<file path="config.mk">
export PLATFORM = sky130hd
export DESIGN_NAME = jsc_front_flat
export DESIGN_NICKNAME = d
export VERILOG_FILES = /design/src/hw/rtl/jsc_pkg.sv /design/src/hw/rtl/jsc_if.sv /design/src/hw/rtl/jsc_front.sv /design/src/flat_wrapper.sv
export SDC_FILE = /design/constraint.sdc
export NUM_CORES = 1
export LEC_CHECK = 0
export ABC_AREA = 1
export BUFFER_PORTS_ARGS = -buffer_cell sky130_fd_sc_hd__buf_4
export CAP_MARGIN = 20
export CORE_MARGIN = 1
export CORE_UTILIZATION = 55
export DETAILED_ROUTE_END_ITERATION = 10
export PLACE_DENSITY = 0.78
export SLEW_MARGIN = 20
export SYNTH_ARGS = -nofsm -noshare
export SYNTH_HDL_FRONTEND = slang
export SYNTH_SLANG_ARGS = --single-unit
export TNS_END_PERCENT = 20
</file>
<file path="constraint.sdc">
create_clock -name clk -period 23.8 [get_ports clk]
set_clock_uncertainty 0.15 [all_clocks]
set_input_delay 1.19 -clock clk [delete_from_list [all_inputs] [get_ports clk]]
set_output_delay 1.19 -clock clk [all_outputs]
set_load 0.01 [all_outputs]
</file>
<file path="src/hw/rtl/jsc_pkg.sv">
`default_nettype none
// ----------------------------------------------------------------------------
// jsc_pkg: shared types and constants of the joint speed command block
// Fixed-point formats, register indexes and the job record that travels from
// the classifier through the queue to the speed unit.
// ----------------------------------------------------------------------------
package jsc_pkg;

    // fixed-point format of angles and speeds
    localparam int FRAC_BITS  = 12;

    // joint counts
    localparam int NJ         = 6;
    localparam int NSCALE     = 5;

    // field widths
    localparam int ANGLE_W    = 16;
    localparam int ERR_W      = ANGLE_W + 1;
    localparam int MAG_W      = ANGLE_W;
    localparam int MAXS_W     = 15;
    localparam int DB_W       = 12;
    localparam int SPEED_W    = 19;

    // proportional gain and its product width
    localparam int GAIN       = 5;
    localparam int GAIN_W     = ERR_W + 3;

    // above this largest error the speeds are scaled instead of clamped
    localparam int unsigned SCALE_LIMIT = (314 << FRAC_BITS) / 100;

    // output saturation
    localparam int SPEED_MAX  = (1 << (SPEED_W - 1)) - 1;
    localparam int SPEED_MIN  = -(1 << (SPEED_W - 1));

    // scaled speed: |err| * max_speed / largest, largest above SCALE_LIMIT, so
    // joint 0..4 quotients stay below 2**QUOT_W; two quotient bits per cycle
    localparam int PROD_W     = MAG_W + MAXS_W;
    localparam int QUOT_W     = 18;
    localparam int ACC_W      = MAG_W + QUOT_W;
    localparam int DIV_CYCLES = QUOT_W / 2;
    localparam int DCNT_W     = $clog2(DIV_CYCLES);

    // configuration port
    localparam int CFG_IDX_W  = 3;
    localparam int CFG_DATA_W = 16;
    localparam logic [CFG_IDX_W-1:0] REG_MAX_SPEED = CFG_IDX_W'(6);
    localparam logic [CFG_IDX_W-1:0] REG_DEADBAND  = CFG_IDX_W'(7);
    localparam logic [MAXS_W-1:0]    MAX_SPEED_RST = MAXS_W'(12861);
    localparam logic [DB_W-1:0]      DEADBAND_RST  = DB_W'(8);

    // queue between classifier and speed unit
    localparam int QUEUE_DEPTH = 2;
    localparam int QPTR_W      = $clog2(QUEUE_DEPTH);

    typedef logic signed [ANGLE_W-1:0] angle_t;
    typedef logic signed [ERR_W-1:0]   err_t;
    typedef logic        [MAG_W-1:0]   mag_t;
    typedef logic signed [SPEED_W-1:0] speed_t;

    // one classified sample
    typedef struct packed {
        err_t [NJ-1:0]   err;
        logic [NJ-1:0]   active;
        logic            scale;
        mag_t            largest;
    } job_t;

endpackage
`default_nettype wire

</file>
<file path="src/hw/rtl/jsc_if.sv">
`default_nettype none
// ----------------------------------------------------------------------------
// jsc_if: channel interfaces of the joint speed command block
// Sample input, speed command output and configuration write channels, each
// a valid/ready handshake with its payload.
// ----------------------------------------------------------------------------

// measured joint angles
interface jsc_in_if import jsc_pkg::*; ();
    logic   valid;
    logic   ready;
    angle_t actual_angle_0;
    angle_t actual_angle_1;
    angle_t actual_angle_2;
    angle_t actual_angle_3;
    angle_t actual_angle_4;
    angle_t actual_angle_5;

    modport source (
        output valid, actual_angle_0, actual_angle_1, actual_angle_2,
               actual_angle_3, actual_angle_4, actual_angle_5,
        input  ready
    );
    modport sink (
        input  valid, actual_angle_0, actual_angle_1, actual_angle_2,
               actual_angle_3, actual_angle_4, actual_angle_5,
        output ready
    );
endinterface


// register writes
interface jsc_cfg_if import jsc_pkg::*; ();
    logic                  valid;
    logic                  ready;
    logic [CFG_IDX_W-1:0]  index;
    logic [CFG_DATA_W-1:0] data;

    modport source (output valid, index, data, input ready);
    modport sink   (input valid, index, data, output ready);
endinterface
`default_nettype wire

</file>
<file path="src/hw/rtl/jsc_front.sv">
`default_nettype none
// ----------------------------------------------------------------------------
// jsc_front: register file and sample classifier
// Holds the goal angles, speed limit and deadband. Each accepted sample is
// turned into joint errors, a deadband mask, the largest error over the
// scaled joints and the scale decision, and pushed into the queue.
// ----------------------------------------------------------------------------
module jsc_front import jsc_pkg::*;
(
    input  wire logic        clk,
    input  wire logic        rst_n,
    jsc_in_if.sink           samples,
    jsc_cfg_if.sink          cfg,
    input  wire logic        q_full,
    output logic             q_push,
    output job_t             q_job,
    output logic [MAXS_W-1:0] max_speed
);

    angle_t            goal_reg [NJ];
    logic [MAXS_W-1:0] max_speed_reg;
    logic [DB_W-1:0]   deadband_reg;

    angle_t actual [NJ];
    err_t   err    [NJ];
    mag_t   mag    [NJ];
    mag_t   largest;

    // register writes, always taken
    assign cfg.ready = 1'b1;

    always_ff @(posedge clk or negedge rst_n)
    begin
        if (!rst_n)
        begin
            for (int i = 0; i < NJ; i++)
            begin
                goal_reg[i] <= '0;
            end
            max_speed_reg <= MAX_SPEED_RST;
            deadband_reg  <= DEADBAND_RST;
        end
        else if (cfg.valid)
        begin
            unique if (cfg.index < CFG_IDX_W'(NJ))
            begin
                goal_reg[cfg.index] <= cfg.data;
            end
            else if (cfg.index == REG_MAX_SPEED)
            begin
                max_speed_reg <= cfg.data[MAXS_W-1:0];
            end
            else if (cfg.index == REG_DEADBAND)
            begin
                deadband_reg <= cfg.data[DB_W-1:0];
            end
        end
    end

    assign max_speed = max_speed_reg;

    // sample fields
    assign actual[0] = samples.actual_angle_0;
    assign actual[1] = samples.actual_angle_1;
    assign actual[2] = samples.actual_angle_2;
    assign actual[3] = samples.actual_angle_3;
    assign actual[4] = samples.actual_angle_4;
    assign actual[5] = samples.actual_angle_5;

    // errors and magnitudes
    always_comb
    begin
        for (int i = 0; i < NJ; i++)
        begin
            err[i] = ERR_W'(goal_reg[i]) - ERR_W'(actual[i]);
            mag[i] = err[i][ERR_W-1] ? MAG_W'(-err[i]) : MAG_W'(err[i]);
        end
    end

    // largest magnitude over the scaled joints
    always_comb
    begin
        largest = '0;
        for (int i = 0; i < NSCALE; i++)
        begin
            if (mag[i] > largest)
            begin
                largest = mag[i];
            end
        end
    end

    // classified job
    always_comb
    begin
        for (int i = 0; i < NJ; i++)
        begin
            q_job.err[i]    = err[i];
            q_job.active[i] = mag[i] > MAG_W'(deadband_reg);
        end
        q_job.scale   = 32'(largest) > 32'(SCALE_LIMIT);
        q_job.largest = largest;
    end

    assign samples.ready = !q_full;
    assign q_push        = samples.valid && !q_full;

endmodule
`default_nettype wire

</file>
<file path="src/flat_wrapper.sv">
// flat-port wrapper written by rule: the top's interface ports become plain ports
module jsc_front_flat import jsc_pkg::*;
  (clk, rst_n, q_full, q_push, q_job, max_speed, samples_valid, samples_actual_angle_0, samples_actual_angle_1, samples_actual_angle_2, samples_actual_angle_3, samples_actual_angle_4, samples_actual_angle_5, samples_ready, cfg_valid, cfg_index, cfg_data, cfg_ready);
  jsc_in_if samples_i ();
  jsc_cfg_if cfg_i ();
  input  wire logic clk;
  input  wire logic rst_n;
  input  wire logic q_full;
  output logic q_push;
  output job_t q_job;
  output logic [MAXS_W-1:0] max_speed;
  input wire logic [$bits(samples_i.valid)-1:0] samples_valid;
  input wire logic [$bits(samples_i.actual_angle_0)-1:0] samples_actual_angle_0;
  input wire logic [$bits(samples_i.actual_angle_1)-1:0] samples_actual_angle_1;
  input wire logic [$bits(samples_i.actual_angle_2)-1:0] samples_actual_angle_2;
  input wire logic [$bits(samples_i.actual_angle_3)-1:0] samples_actual_angle_3;
  input wire logic [$bits(samples_i.actual_angle_4)-1:0] samples_actual_angle_4;
  input wire logic [$bits(samples_i.actual_angle_5)-1:0] samples_actual_angle_5;
  output wire logic [$bits(samples_i.ready)-1:0] samples_ready;
  input wire logic [$bits(cfg_i.valid)-1:0] cfg_valid;
  input wire logic [$bits(cfg_i.index)-1:0] cfg_index;
  input wire logic [$bits(cfg_i.data)-1:0] cfg_data;
  output wire logic [$bits(cfg_i.ready)-1:0] cfg_ready;
  assign samples_i.valid = samples_valid;
  assign samples_i.actual_angle_0 = samples_actual_angle_0;
  assign samples_i.actual_angle_1 = samples_actual_angle_1;
  assign samples_i.actual_angle_2 = samples_actual_angle_2;
  assign samples_i.actual_angle_3 = samples_actual_angle_3;
  assign samples_i.actual_angle_4 = samples_actual_angle_4;
  assign samples_i.actual_angle_5 = samples_actual_angle_5;
  assign samples_ready = samples_i.ready;
  assign cfg_i.valid = cfg_valid;
  assign cfg_i.index = cfg_index;
  assign cfg_i.data = cfg_data;
  assign cfg_ready = cfg_i.ready;
  jsc_front u_core (.clk(clk), .rst_n(rst_n), .samples(samples_i), .cfg(cfg_i), .q_full(q_full), .q_push(q_push), .q_job(q_job), .max_speed(max_speed));
endmodule
</file>
==> reports/summary.txt <==
post-synth cell types -> 52
max reg flops -> 96
FF+latch count, synth -> 123
area of the multi-input gates -> 10530 um^2
min cycle time layout -> 14.11 ns
initial antenna violation count -> 1
WS Path Type -> input pin to primary output
sequential area share after synthesis -> 20.20%
CTS Buf Count -> 17
Setup TNS -> 0 ns
GR Overflow Total -> 0
Iter 0 DRT Violations -> 1400
Die Span X -> 168.8 um
worst-margin pin slew -> 1.072 ns
Max-slew headroom -> 28.33%
final wirelength -> 53110 um
Syn Std Cell Area -> 15290 um^2
Worst Path Arrival -> 12.77 ns
H-tree levels -> 4
Worst path most repeated cell -> nand2_1
Reg clk slew, reported paths -> 0.06 ns
post-CTS resize count -> 0
Fmax -> 70.86 MHz
Rows -> 60
RSZ-0062 raised after global routing -> false
NumNets Final -> 2856
syn avg cell area -> 6.804 um^2
synthesized instance count -> 2248
Slowest-stage cell, CP -> a2111oi_0
Final Wtd Congestion -> 1.039
Hold Path Stages -> 2
clk_lat worst skew -> 0.44 ns
area leader, netlist -> ha_1
Ports -> 263
Area contributors post-synth -> ha_1 19%, dfrtp_1 19%, nand2_1 12%, inv_1 9.7%, xor2_1 7.6%
Area growth syn-to-layout -> 18.95%
outcome -> completed
starting density of the core -> 56.44%
die height -> 168.8 um
DR vias -> 16054
filler cell count -> 2400
largest net degree at the start of global routing -> 67
final hold vios -> 0
Hold EP -> u_core.goal_reg[40]
PortBufs -> 261
Setup-failing EPs final -> 0
hold_sp -> u_core.goal_reg[40]
crit path launch type -> input pin
DP HPWL -> 42290 um
buffers inserted by post-CTS timing repair -> 0
drt first pass iters -> 6
worst r2r src -> u_core.deadband_reg[8]
CTS tree -> done
reg-to-reg slack, setup -> 22.49 ns
CP max FO -> 28
diodes inserted -> 0
drt wl/cell -> 18.43 um
DRC -> 0
Max Cap Viol -> 0
Synth warnings -> 0
Yosys top cell area share -> 19.14%
crit path launch -> samples_actual_angle_1[0]
HP Class -> register to register
Via-to-Cell Ratio -> 5.572
FF/Latch Area -> 3089 um^2
syn_nets -> 2608
buffer depth of the longest clock path -> 2
first-pass GRT wire length -> 81510 um
highest cell delay on the worst timing path -> 0.82 ns
core area -> 27100 um^2
crit share post-route -> 59.29%
Slew Viols, Final -> 0
CP Capture Type -> primary output
CTS sink count -> 123
hold bufs inserted after CTS -> 0
FF-to-FF End -> u_core.deadband_reg[8]
share of cells above drive strength 1 -> 14.35%
vias in the first global route -> 15089
Die ar. -> 28480 um^2
total track usage -> 37.61%
antenna-violating nets left -> 0
WP data required -> 22.46 ns
clk root buf -> clkbuf_16
Worst Reg2Reg Path Length in Cells -> 2
-- routing by layer --
metal,GRT usage (%),share of wire [%],vias to the layer above
li1,-,-,7841
met1,49.62,42,7418
met2,61.39,46,684
met3,5.822,8.2,111
met4,15.45,4.0,0
met5,0,0,-
-- layout by cell type (no fill, tap or decap), types with 9 or more instances in the layout --
master	netlist	layout
or2_2	9	9
o21bai_1	17	17
xnor2_1	24	24
nand4_1	30	30
a21oi_1	165	165
o21ai_1	9	9
nand2_2	17	18
o31ai_1	9	9
clkbuf_16	0	17
inv_1	397	397
and2_1	9	9
nor2_1	100	100
nand3_1	100	100
buf_4	2	265
xor2_1	133	133
dfrtp_1	114	114
nor3_1	30	29
o21ai_0	194	194
ha_1	234	234
a211oi_1	11	11
dfstp_2	9	9
nand2_1	505	504
-- metrics by stage --
step           instance area [um^2]  worst slack, ns  util, %  instances  hold slack [ns]
2_1_floorplan                 15290            11.66        -       2248           0.3030
3_3_place_gp                  17600            10.22    64.95       2849           0.3199
3_5_place_dp                  17600            9.860    64.95       2849           0.3274
4_1_cts                       18190            9.818    67.12       2881           0.3440
5_1_grt                       18190            8.439    67.13       2881           0.3578
6_report                      18190            9.688    67.13       2881           0.3387
-- final cells by class --
cell class              count  area share, %
multi-input cells        1682          57.90
flip-flops and latches    123          16.98
repair buffers            265          10.94
inverters                 407          8.398
clock inverters            14         0.8116
well taps                 372          2.558
clock buffers              18          2.414
-- cell usage after synthesis (all sizes together) --
master	n
a2111oi	2
a211oi	11
a21boi	2
a21o	5
a21oi	166
a22oi	1
a31o	2
a31oi	7
and2	9
and3	2
buf	4
clkbuf	32
clkinv	5
conb	1
dfrtp	114
dfstp	9
fa	6
ha	234
inv	402
nand2	529
nand3	103
nand3b	9
nand4	31
nor2	105
nor3	30
nor3b	1
nor4	7
o2111ai	2
o211ai	4
o21a	4
o21ai	204
o21bai	17
o221ai	8
o31ai	9
o41ai	4
or2	10
xnor2	24
xor2	133
-- critical path, delay by kind of cell --
| family | cells | cell delay [ns] |
|---|---|---|
| fa+ha+maj | 6 | 1.71 |
| buf+inv | 10 | 1.45 |
| simple gates | 27 | 4.06 |
| compound gates | 17 | 3.63 |
| xor+xnor | 2 | 0.72 |
-- kinds of logic (layout without fill, tap and decap cells) --
group / Yosys count / count (layout) / share of synthesized area, %
AND/OR/NAND/NOR: 836 / 836 / 23.81
AO/OA/AOI/OAI: 448 / 448 / 16.07
buffers and inverters: 443 / 704 / 10.98
adder cells (fa/ha/maj): 240 / 240 / 19.93
XOR/XNOR: 157 / 157 / 8.991
flip-flops: 123 / 123 / 20.20
other: 1 / 1 / 0.02452
-- how the worst max path moves through the flow --
stage / to / slack (ns)
finish: q_job[16] / 9.69
global route: q_job[16] / 8.44
CTS: q_job[16] / 9.82
detailed placement: q_job[16] / 9.86
global placement: q_job[16] / 10.22
floorplan: q_job[16] / 11.66
Power is not shown: default switching activity piles up to over one toggle a cycle in this logic, so the estimate is an artifact.
