--- src/hw/rtl/jsc_pkg.sv ---
`default_nettype none
// ----------------------------------------------------------------------------
// jsc_pkg: shared types and constants of the joint speed command block
// Fixed-point formats, register indexes and the job record that travels from
// the classifier through the queue to the speed unit.
// ----------------------------------------------------------------------------
package jsc_pkg;

    // fixed-point format of angles and speeds
    localparam int FRAC_BITS  = 12;

    // joint counts
    localparam int NJ         = 6;
    localparam int NSCALE     = 5;

    // field widths
    localparam int ANGLE_W    = 16;
    localparam int ERR_W      = ANGLE_W + 1;
    localparam int MAG_W      = ANGLE_W;
    localparam int MAXS_W     = 15;
    localparam int DB_W       = 12;
    localparam int SPEED_W    = 19;

    // proportional gain and its product width
    localparam int GAIN       = 5;
    localparam int GAIN_W     = ERR_W + 3;

    // above this largest error the speeds are scaled instead of clamped
    localparam int unsigned SCALE_LIMIT = (314 << FRAC_BITS) / 100;

    // output saturation
    localparam int SPEED_MAX  = (1 << (SPEED_W - 1)) - 1;
    localparam int SPEED_MIN  = -(1 << (SPEED_W - 1));

    // scaled speed: |err| * max_speed / largest, largest above SCALE_LIMIT, so
    // joint 0..4 quotients stay below 2**QUOT_W; two quotient bits per cycle
    localparam int PROD_W     = MAG_W + MAXS_W;
    localparam int QUOT_W     = 18;
    localparam int ACC_W      = MAG_W + QUOT_W;
    localparam int DIV_CYCLES = QUOT_W / 2;
    localparam int DCNT_W     = $clog2(DIV_CYCLES);

    // configuration port
    localparam int CFG_IDX_W  = 3;
    localparam int CFG_DATA_W = 16;
    localparam logic [CFG_IDX_W-1:0] REG_MAX_SPEED = CFG_IDX_W'(6);
    localparam logic [CFG_IDX_W-1:0] REG_DEADBAND  = CFG_IDX_W'(7);
    localparam logic [MAXS_W-1:0]    MAX_SPEED_RST = MAXS_W'(12861);
    localparam logic [DB_W-1:0]      DEADBAND_RST  = DB_W'(8);

    // queue between classifier and speed unit
    localparam int QUEUE_DEPTH = 2;
    localparam int QPTR_W      = $clog2(QUEUE_DEPTH);

    typedef logic signed [ANGLE_W-1:0] angle_t;
    typedef logic signed [ERR_W-1:0]   err_t;
    typedef logic        [MAG_W-1:0]   mag_t;
    typedef logic signed [SPEED_W-1:0] speed_t;

    // one classified sample
    typedef struct packed {
        err_t [NJ-1:0]   err;
        logic [NJ-1:0]   active;
        logic            scale;
        mag_t            largest;
    } job_t;

endpackage
`default_nettype wire

--- src/hw/rtl/jsc_queue.sv ---
`default_nettype none
// ----------------------------------------------------------------------------
// jsc_queue: short job queue
// Two-entry FIFO between the classifier and the speed unit so each side can
// stall on its own.
// ----------------------------------------------------------------------------
module jsc_queue import jsc_pkg::*;
(
    input  wire logic clk,
    input  wire logic rst_n,
    input  wire logic push,
    input  wire job_t push_job,
    output logic      full,
    input  wire logic pop,
    output job_t      pop_job,
    output logic      empty
);

    job_t              mem [QUEUE_DEPTH];
    logic [QPTR_W-1:0] wr_ptr_reg;
    logic [QPTR_W-1:0] rd_ptr_reg;
    logic [QPTR_W:0]   count_reg;

    assign full    = count_reg == (QPTR_W+1)'(QUEUE_DEPTH);
    assign empty   = count_reg == '0;
    assign pop_job = mem[rd_ptr_reg];

    // storage
    always_ff @(posedge clk)
    begin
        if (push)
        begin
            mem[wr_ptr_reg] <= push_job;
        end
    end

    // pointers and fill count
    always_ff @(posedge clk or negedge rst_n)
    begin
        if (!rst_n)
        begin
            wr_ptr_reg <= '0;
            rd_ptr_reg <= '0;
            count_reg  <= '0;
        end
        else
        begin
            if (push)
            begin
                wr_ptr_reg <= wr_ptr_reg + 1'b1;
            end
            if (pop)
            begin
                rd_ptr_reg <= rd_ptr_reg + 1'b1;
            end
            unique case ({push, pop})
                2'b10:   count_reg <= count_reg + 1'b1;
                2'b01:   count_reg <= count_reg - 1'b1;
                default: count_reg <= count_reg;
            endcase
        end
    end

endmodule
`default_nettype wire

--- config.mk ---
export PLATFORM = sky130hd
export DESIGN_NAME = jsc_queue
export DESIGN_NICKNAME = d
export VERILOG_FILES = /design/src/hw/rtl/jsc_pkg.sv /design/src/hw/rtl/jsc_queue.sv
export SDC_FILE = /design/constraint.sdc
export NUM_CORES = 1
export LEC_CHECK = 0
export ABC_AREA = 1
export BUFFER_PORTS_ARGS = -buffer_cell sky130_fd_sc_hd__buf_4
export CORE_AREA = 2 2 185 187
export CTS_CLUSTER_SIZE = 20
export DETAILED_ROUTE_END_ITERATION = 16
export DIE_AREA = 0 0 187 189
export GPL_ROUTABILITY_DRIVEN = 0
export GPL_TIMING_DRIVEN = 0
export PLACE_DENSITY_LB_ADDON = 0.2
export SYNTH_ARGS = -nofsm -noshare
export SYNTH_HDL_FRONTEND = slang
export SYNTH_SLANG_ARGS = --single-unit
--- constraint.sdc ---
create_clock -name clk -period 8.15 [get_ports clk]
set_clock_uncertainty 0.1 [all_clocks]
set_input_delay 0.4075 -clock clk [delete_from_list [all_inputs] [get_ports clk]]
set_output_delay 0.4075 -clock clk [all_outputs]
set_load 0.01 [all_outputs]
==> results of run 1 <==
[synthesized netlist by cell type]
library cell | count | area [um2]
edfxtp_1 | 250 | 7510
inv_1 | 131 | 492
nand2_1 | 120 | 450
o21ai_2 | 74 | 648
o21ai_1 | 31 | 155
o21ai_0 | 20 | 100
buf_6 | 12 | 135
nand2_2 | 10 | 62.6
buf_4 | 6 | 45.0
dfrtp_1 | 4 | 100
buf_2 | 3 | 15.0
buf_8 | 3 | 45.0
clkbuf_1 | 3 | 11.3
nor2_1 | 3 | 11.3
xor2_1 | 2 | 17.5
buf_12 | 1 | 20.0
ha_1 | 1 | 12.5
nand3_1 | 1 | 5.00
nand4_1 | 1 | 6.26
xnor2_1 | 1 | 8.76
[worst register-to-register path: cells and delay by family, from the launching register on]
family	cells	cell delay (ps)
buffers and inverters	2	530
flip-flops	1	430
AND/OR/NAND/NOR	1	640
[stage by stage]
step	setup TNS, ps	hold slack [ps]
global placement	-288460	109
finish	0	106
detailed placement	0	110
floorplan	0	11.9
global route	0	106
CTS	0	76.6
[routing by layer]
layer | vias up | part of all wire | track usage
met5 | - | 0.00049 | 0
met3 | 36 | 0.071 | 0.0387
li1 | 3132 | - | -
met4 | 2 | 0.025 | 0.0333
met2 | 193 | 0.48 | 0.213
met1 | 2929 | 0.42 | 0.160
[kinds of logic after synthesis]
logic type | count (synthesis)
DFF | 254
buffers and inverters | 159
and+or+nand+nor | 135
AOI/OAI and AO/OA | 125
xor gates and xnor gates | 3
adders and majority gates | 1
[final cells by class]
class	instances	area, um2
Fill cell	3112	18700
Inverter	131	497
Buffer	28	272
Tap cell	448	561
Clock inverter	7	32.5
Sequential cell	254	7610
Timing Repair Buffer	388	3300
Clock buffer	45	826
Multi-Input combinational cell	264	1490
[worst min path at each step]
stage and endpoint:
4_1_cts wr_ptr_reg, 3_3_place_gp wr_ptr_reg, 5_1_grt wr_ptr_reg, 2_1_floorplan count_reg[0], 3_5_place_dp wr_ptr_reg, 6_report count_reg[0]
[power breakdown]
group / switching (mW) / internal, mW
Clock: 0.481 / 0.687
Combinational: 1.01 / 0.796
Sequential: 0.0551 / 1.73
Total: 1.55 / 3.22
==> results by group, run 1 <==
Run status
  – Status: finished clean

Clock network
  – Clock Pin Slew Worst Setup and Hold Paths: around 60 ps
  – CTS tree: built
  – H-tree depth: 1
  – Cts bufs inserted: 28
  – CTS max path bufs: 3
  – Postcts setup bufs: 0
  – Cts hold-fix bufs: roughly 130
  – Resize count post-CTS: 0
  – Clock sink count: 254
  – Worst skew pair latency: ~530 ps
  – Clk root buf: clkbuf_16

Routing
  – Vias: about 6300
  – Routed length per instance: approximately 14 um
  – First-pass DRT Iterations: 4
  – Post-route ant nets: 0
  – # DRC: 0
  – Final WL: 22600 um
  – Vias/cell: between 4 and 5
  – Number of DRC markers in iteration 0: 236

Yosys
  – Synth Warn #: 0
  – Synth cell types: 20
  – Mapped Nets: 807
  – Synth Area in Adders: 0.00127
  – Avg Cell Area, Syn: 14.5 um2
  – Post-Syn Area: about 10000 um2
  – Largest family of logic cells by synthesized area: compound AO/OA/AOI/OAI gates
  – Sequential area share after synthesis: 0.772
  – Mux share of post-synthesis cell area: 0
  – Compound-Gate Fraction of Synth Area: 0.0917
  – Post-synthesis simple-gate area fraction: 0.0544
  – #FFs+latches synth: about 250
  – Synth Instances: 677
  – XOR/XNOR Fraction of Synth Area: 0.00267

Layout
  – Commonest non-fill, non-tap cell in the layout: buf_4
  – Max FFs per register: 250
  – Post-Layout Cell Count: around 1600
  – Share of cells above drive strength 1: 0.366
  – Ant. Diodes: 0
  – Post-Layout Inst Area: 14600 um2
  – Final Net Count: about 1200
  – Fin util: 0.438
  – Synth-to-Final Area Change: 48.1%
  – Most frequent cells in the layout: buf_4, edfxtp_1, inv_1, dlygate4sd3_1, nand2_1

Floorplan
  – Effective utilization at floorplan: 0.296
  – Die X: between 150 and 200 um
  – Die ar.: 35300 um2
  – Rows: 67
  – Core area: roughly 33000 um2
  – Io pins: 256
  – Die Ht: between 150 and 200 um

Setup path
  – Setup CP Type: reg -> out
  – CP Launch Type: register
  – CP Cell Sequence: buf_6 -> clkbuf_1 -> o21ai_0 -> buf_4
  – Slowest CP cell: clkbuf_1
  – Levels on crit path: 4
  – Top delay family on crit path: buffers and inverters
  – Worst r2r src: wr_ptr_reg
  – Worst setup endpoint: pop_job[34]
  – Worst setup path startpoint: rd_ptr_reg
  – Crit end category: output pin
  – Critical Path RT: around 7600 ps
  – Crit path max fanout: 10
  – CP arrival: 1820 ps
  – WP buf/inv: 3
  – FF-to-FF End: mem[0][81]
  – Reg-to-reg setup timing slack: about 6100 ps
  – R2R depth: 3
  – Crit-path max cell delay: ~420 ps

STA
  – Final Hold Fails: 0
  – Max frequency: ~430 MHz
  – Final slew viol count: 0
  – Post-route minimum period: approximately 2300 ps
  – Max transition margin: 0.475
  – Final setup vio count: 0
  – Period Utilization, post-route: 0.285
  – Worst Slack Setup Final: roughly 5800 ps
  – Worst-margin pin slew: roughly 790 ps
  – RSZ-0062 raised after global routing: false

Min path
  – Tightest Hold Check Type: in -> async

Placed design
  – Cells after DPL: 1385
  – Post-DP HPWL: 14700 um
  – Area after DPL: about 12000 um2
  – Dpl ws: roughly 6000 ps
  – Port bufs: between 200 and 300

Global routing
  – Gr ovfl total: 0
  – First-pass GRT wire length: between 30000 and 40000 um
  – Number of global-route vias before repair: about 6500
  – Initial antenna violation count: 1
  – Pin count of the biggest net entering global routing: 80
  – All-Layer GR Usage: 0.127

Power and ir drop
  – LEAKAGE: just over 6 nW
  – PwrDens: 327 nW/um2
  – Tot Pwr: about 4.8 mW
  – Maximum vdd drop: 0.000173 V

Job
  – Max-cap violations: 0
No activity file was read; power rests on OpenSTA's default activity.
==> run 2, diff against run 1 <==
==> constraint.sdc (replaced) <==
create_clock -name clk -period 2.3 [get_ports clk]
set_clock_uncertainty 0.1 [all_clocks]
set_input_delay 0.115 -clock clk [delete_from_list [all_inputs] [get_ports clk]]
set_output_delay 0.115 -clock clk [all_outputs]
set_load 0.01 [all_outputs]
==> run 2 against run 1 <==
Power rose to 3.6 times the previous value. Cell count up 0.32%. Via count down 0.17%. Critical path type is now reg -> reg. Worst hold slack improved by 94 ps. Non-clock buffer count rose by 4. Die area did not move. Setup slack got worse by 5600 ps. Sequential share of layout area fell by 0.43 points. Global-route usage up 0.073 points. Cell area up 0.82%. Critical path depth down 1. Critical endpoint is now mem[0][53]. Combinational power grew to 3.6 times the previous value.
==> results by group, run 2 (synthesis results as in run 1) <==
Clock network
  – Resize count post-CTS: 0 (unchanged)
  – Clock sink count: 254 (unchanged)
  – CTS tree: built
  – Worst skew pair latency: 530 ps (about the same)
  – Postcts setup bufs: 0 (unchanged)
  – Cts hold-fix bufs: 129 (+0.78%)
  – Cts bufs inserted: 29 (+3.6%)
  – Clock Pin Slew Worst Setup and Hold Paths: 60 ps (about the same)
  – Clk root buf: clkbuf_16
  – CTS max path bufs: 3 (unchanged)
  – H-tree depth: 1 (unchanged)

Placed design
  – Post-DP HPWL: 15200 um (+3.1%)
  – Port bufs: 255 (unchanged)
  – Dpl ws: 220 ps (-5730 ps)
  – Area after DPL: 12500 um2 (+0.49%)

Floorplan
  – Effective utilization at floorplan: 0.296 (unchanged)
  – Core area: 33300 um2 (unchanged)
  – Io pins: 256 (unchanged)
  – Die X: 187 um (unchanged)
  – Rows: 67 (unchanged)
  – Die ar.: 35300 um2 (unchanged)
  – Die Ht: 189 um (unchanged)

Setup path
  – CP Launch Type: register
  – Crit path max fanout: 25 (+15)
  – Crit end category: register
  – Worst r2r src: wr_ptr_reg
  – CP arrival: 2190 ps (+370 ps)
  – Critical Path RT: 2430 ps (-5210 ps)
  – Worst setup path startpoint: wr_ptr_reg
  – Setup CP Type: reg -> reg

Routing
  – Vias: 6281 (-0.17%)
  – Vias/cell: 4.00 (-0.49%)
  – First-pass DRT Iterations: 4 (unchanged)
  – Number of DRC markers in iteration 0: 227 (-3.8%)
  – Routed length per instance: 14.7 um (+1.4%)
  – # DRC: 0 (unchanged)
  – Final WL: 23000 um (+1.7%)
  – Post-route ant nets: 0 (unchanged)

Min path
  – HP Start: push_job[75]
  – Tightest Hold Check Type: in -> reg

Power and ir drop
  – Maximum vdd drop: 0.000861 V (+400%)
  – LEAKAGE: 6.12 nW (+0.84%)
  – Tot Pwr: 17.2 mW (+260%)
  – PwrDens: 1170 nW/um2 (+260%)

STA
  – Period Utilization, post-route: 0.894
  – Post-route minimum period: just over 2000 ps
  – Final Hold Fails: 0 (unchanged)
  – Worst Slack Setup Final: 244 ps (-5580 ps)
  – Max transition margin: 0.412 (-0.0623)
  – Final hold slack: 200 ps (+93.8 ps)
  – RSZ-0062 raised after global routing: false
  – Max frequency: roughly 490 MHz
  – Final setup vio count: 0 (unchanged)
  – Worst-margin pin slew: 879 ps (+93.3 ps)
  – Final slew viol count: 0 (unchanged)

Global routing
  – Initial antenna violation count: 1 (unchanged)
  – All-Layer GR Usage: 0.128 (+0.000729)
  – Number of global-route vias before repair: 6415 (-0.56%)
  – First-pass GRT wire length: 35400 um (about the same)
  – Pin count of the biggest net entering global routing: 34 (-57%)
  – Gr ovfl total: 0 (unchanged)

Layout
  – Final Net Count: 1230 (+0.41%)
  – Synth-to-Final Area Change: 49.3%
  – Post-Layout Inst Area: 14700 um2 (+0.82%)
  – Share of cells above drive strength 1: 0.370 (+0.00405)
  – Area of the multi-input gates: 1490 um2 (+0.17%)
  – FF/Latch Area: 7610 um2 (unchanged)
  – Most frequent cells in the layout: buf_4, edfxtp_1, inv_1, dlygate4sd3_1, nand2_1
  – Max FFs per register: 250 (unchanged)
  – Commonest non-fill, non-tap cell in the layout: buf_4
  – FILL cells: 3113 (+0.032%)
  – Fin util: 0.442 (+0.00361)

Job
  – Max-cap violations: 0 (unchanged)

Run status
  – Status: finished clean
-- run 2: final timing paths --
| kind | end | slack, ps | cells after the start |
|---|---|---|---|
| max | mem[0][53] | 240 | 3 |
| min | mem[1][75] | 200 | 2 |
| max reg2reg | mem[0][53] | 240 | 3 |
| min reg2reg | count_reg[1] | 400 | 2 |
| max in group asynchronous | rd_ptr_reg | 1530 | 3 |
| min in group asynchronous | wr_ptr_reg | 390 | 3 |
-- run 2: layout make-up --
| cell class | instances | share of cell area |
|---|---|---|
| antenna | 1 | 0.000170 |
| buffer | 28 | 0.0185 |
| clock buffer | 34 | 0.0506 |
| clock inverter | 18 | 0.0109 |
| inverter | 131 | 0.0337 |
| multi-input combinational | 264 | 0.101 |
| sequential | 254 | 0.517 |
| tap | 448 | 0.0381 |
| timing repair buffer | 392 | 0.229 |
-- run 2: worst max-delay path: stages (launching register included) --
cell     delay, ps
dfrtp_1        430
nor2_4         690
buf_12         280
buf_12         210
-- run 2: per-layer routing --
| layer | vias to the layer above | GRT usage | share of wire |
|---|---|---|---|
| li1 | 3147 | - | - |
| met1 | 2915 | 0.164 | 0.44 |
| met2 | 192 | 0.211 | 0.47 |
| met3 | 27 | 0.0384 | 0.070 |
| met4 | 0 | 0.0357 | 0.027 |
| met5 | - | 0 | 0 |
-- run 2: where the power goes --
part / internal (mW) / switching (mW)
sequential: 6.13 / 0.200
combinational: 2.88 / 3.60
clock: 2.62 / 1.77
total: 11.6 / 5.57
-- run 2: metrics by stage --
step | std cells | setup TNS [ps]
3_5_place_dp | 1388 | 0
3_3_place_gp | 1380 | -481490
2_1_floorplan | 677 | -128210
4_1_cts | 1569 | 0
6_report | 1570 | 0
5_1_grt | 1570 | 0
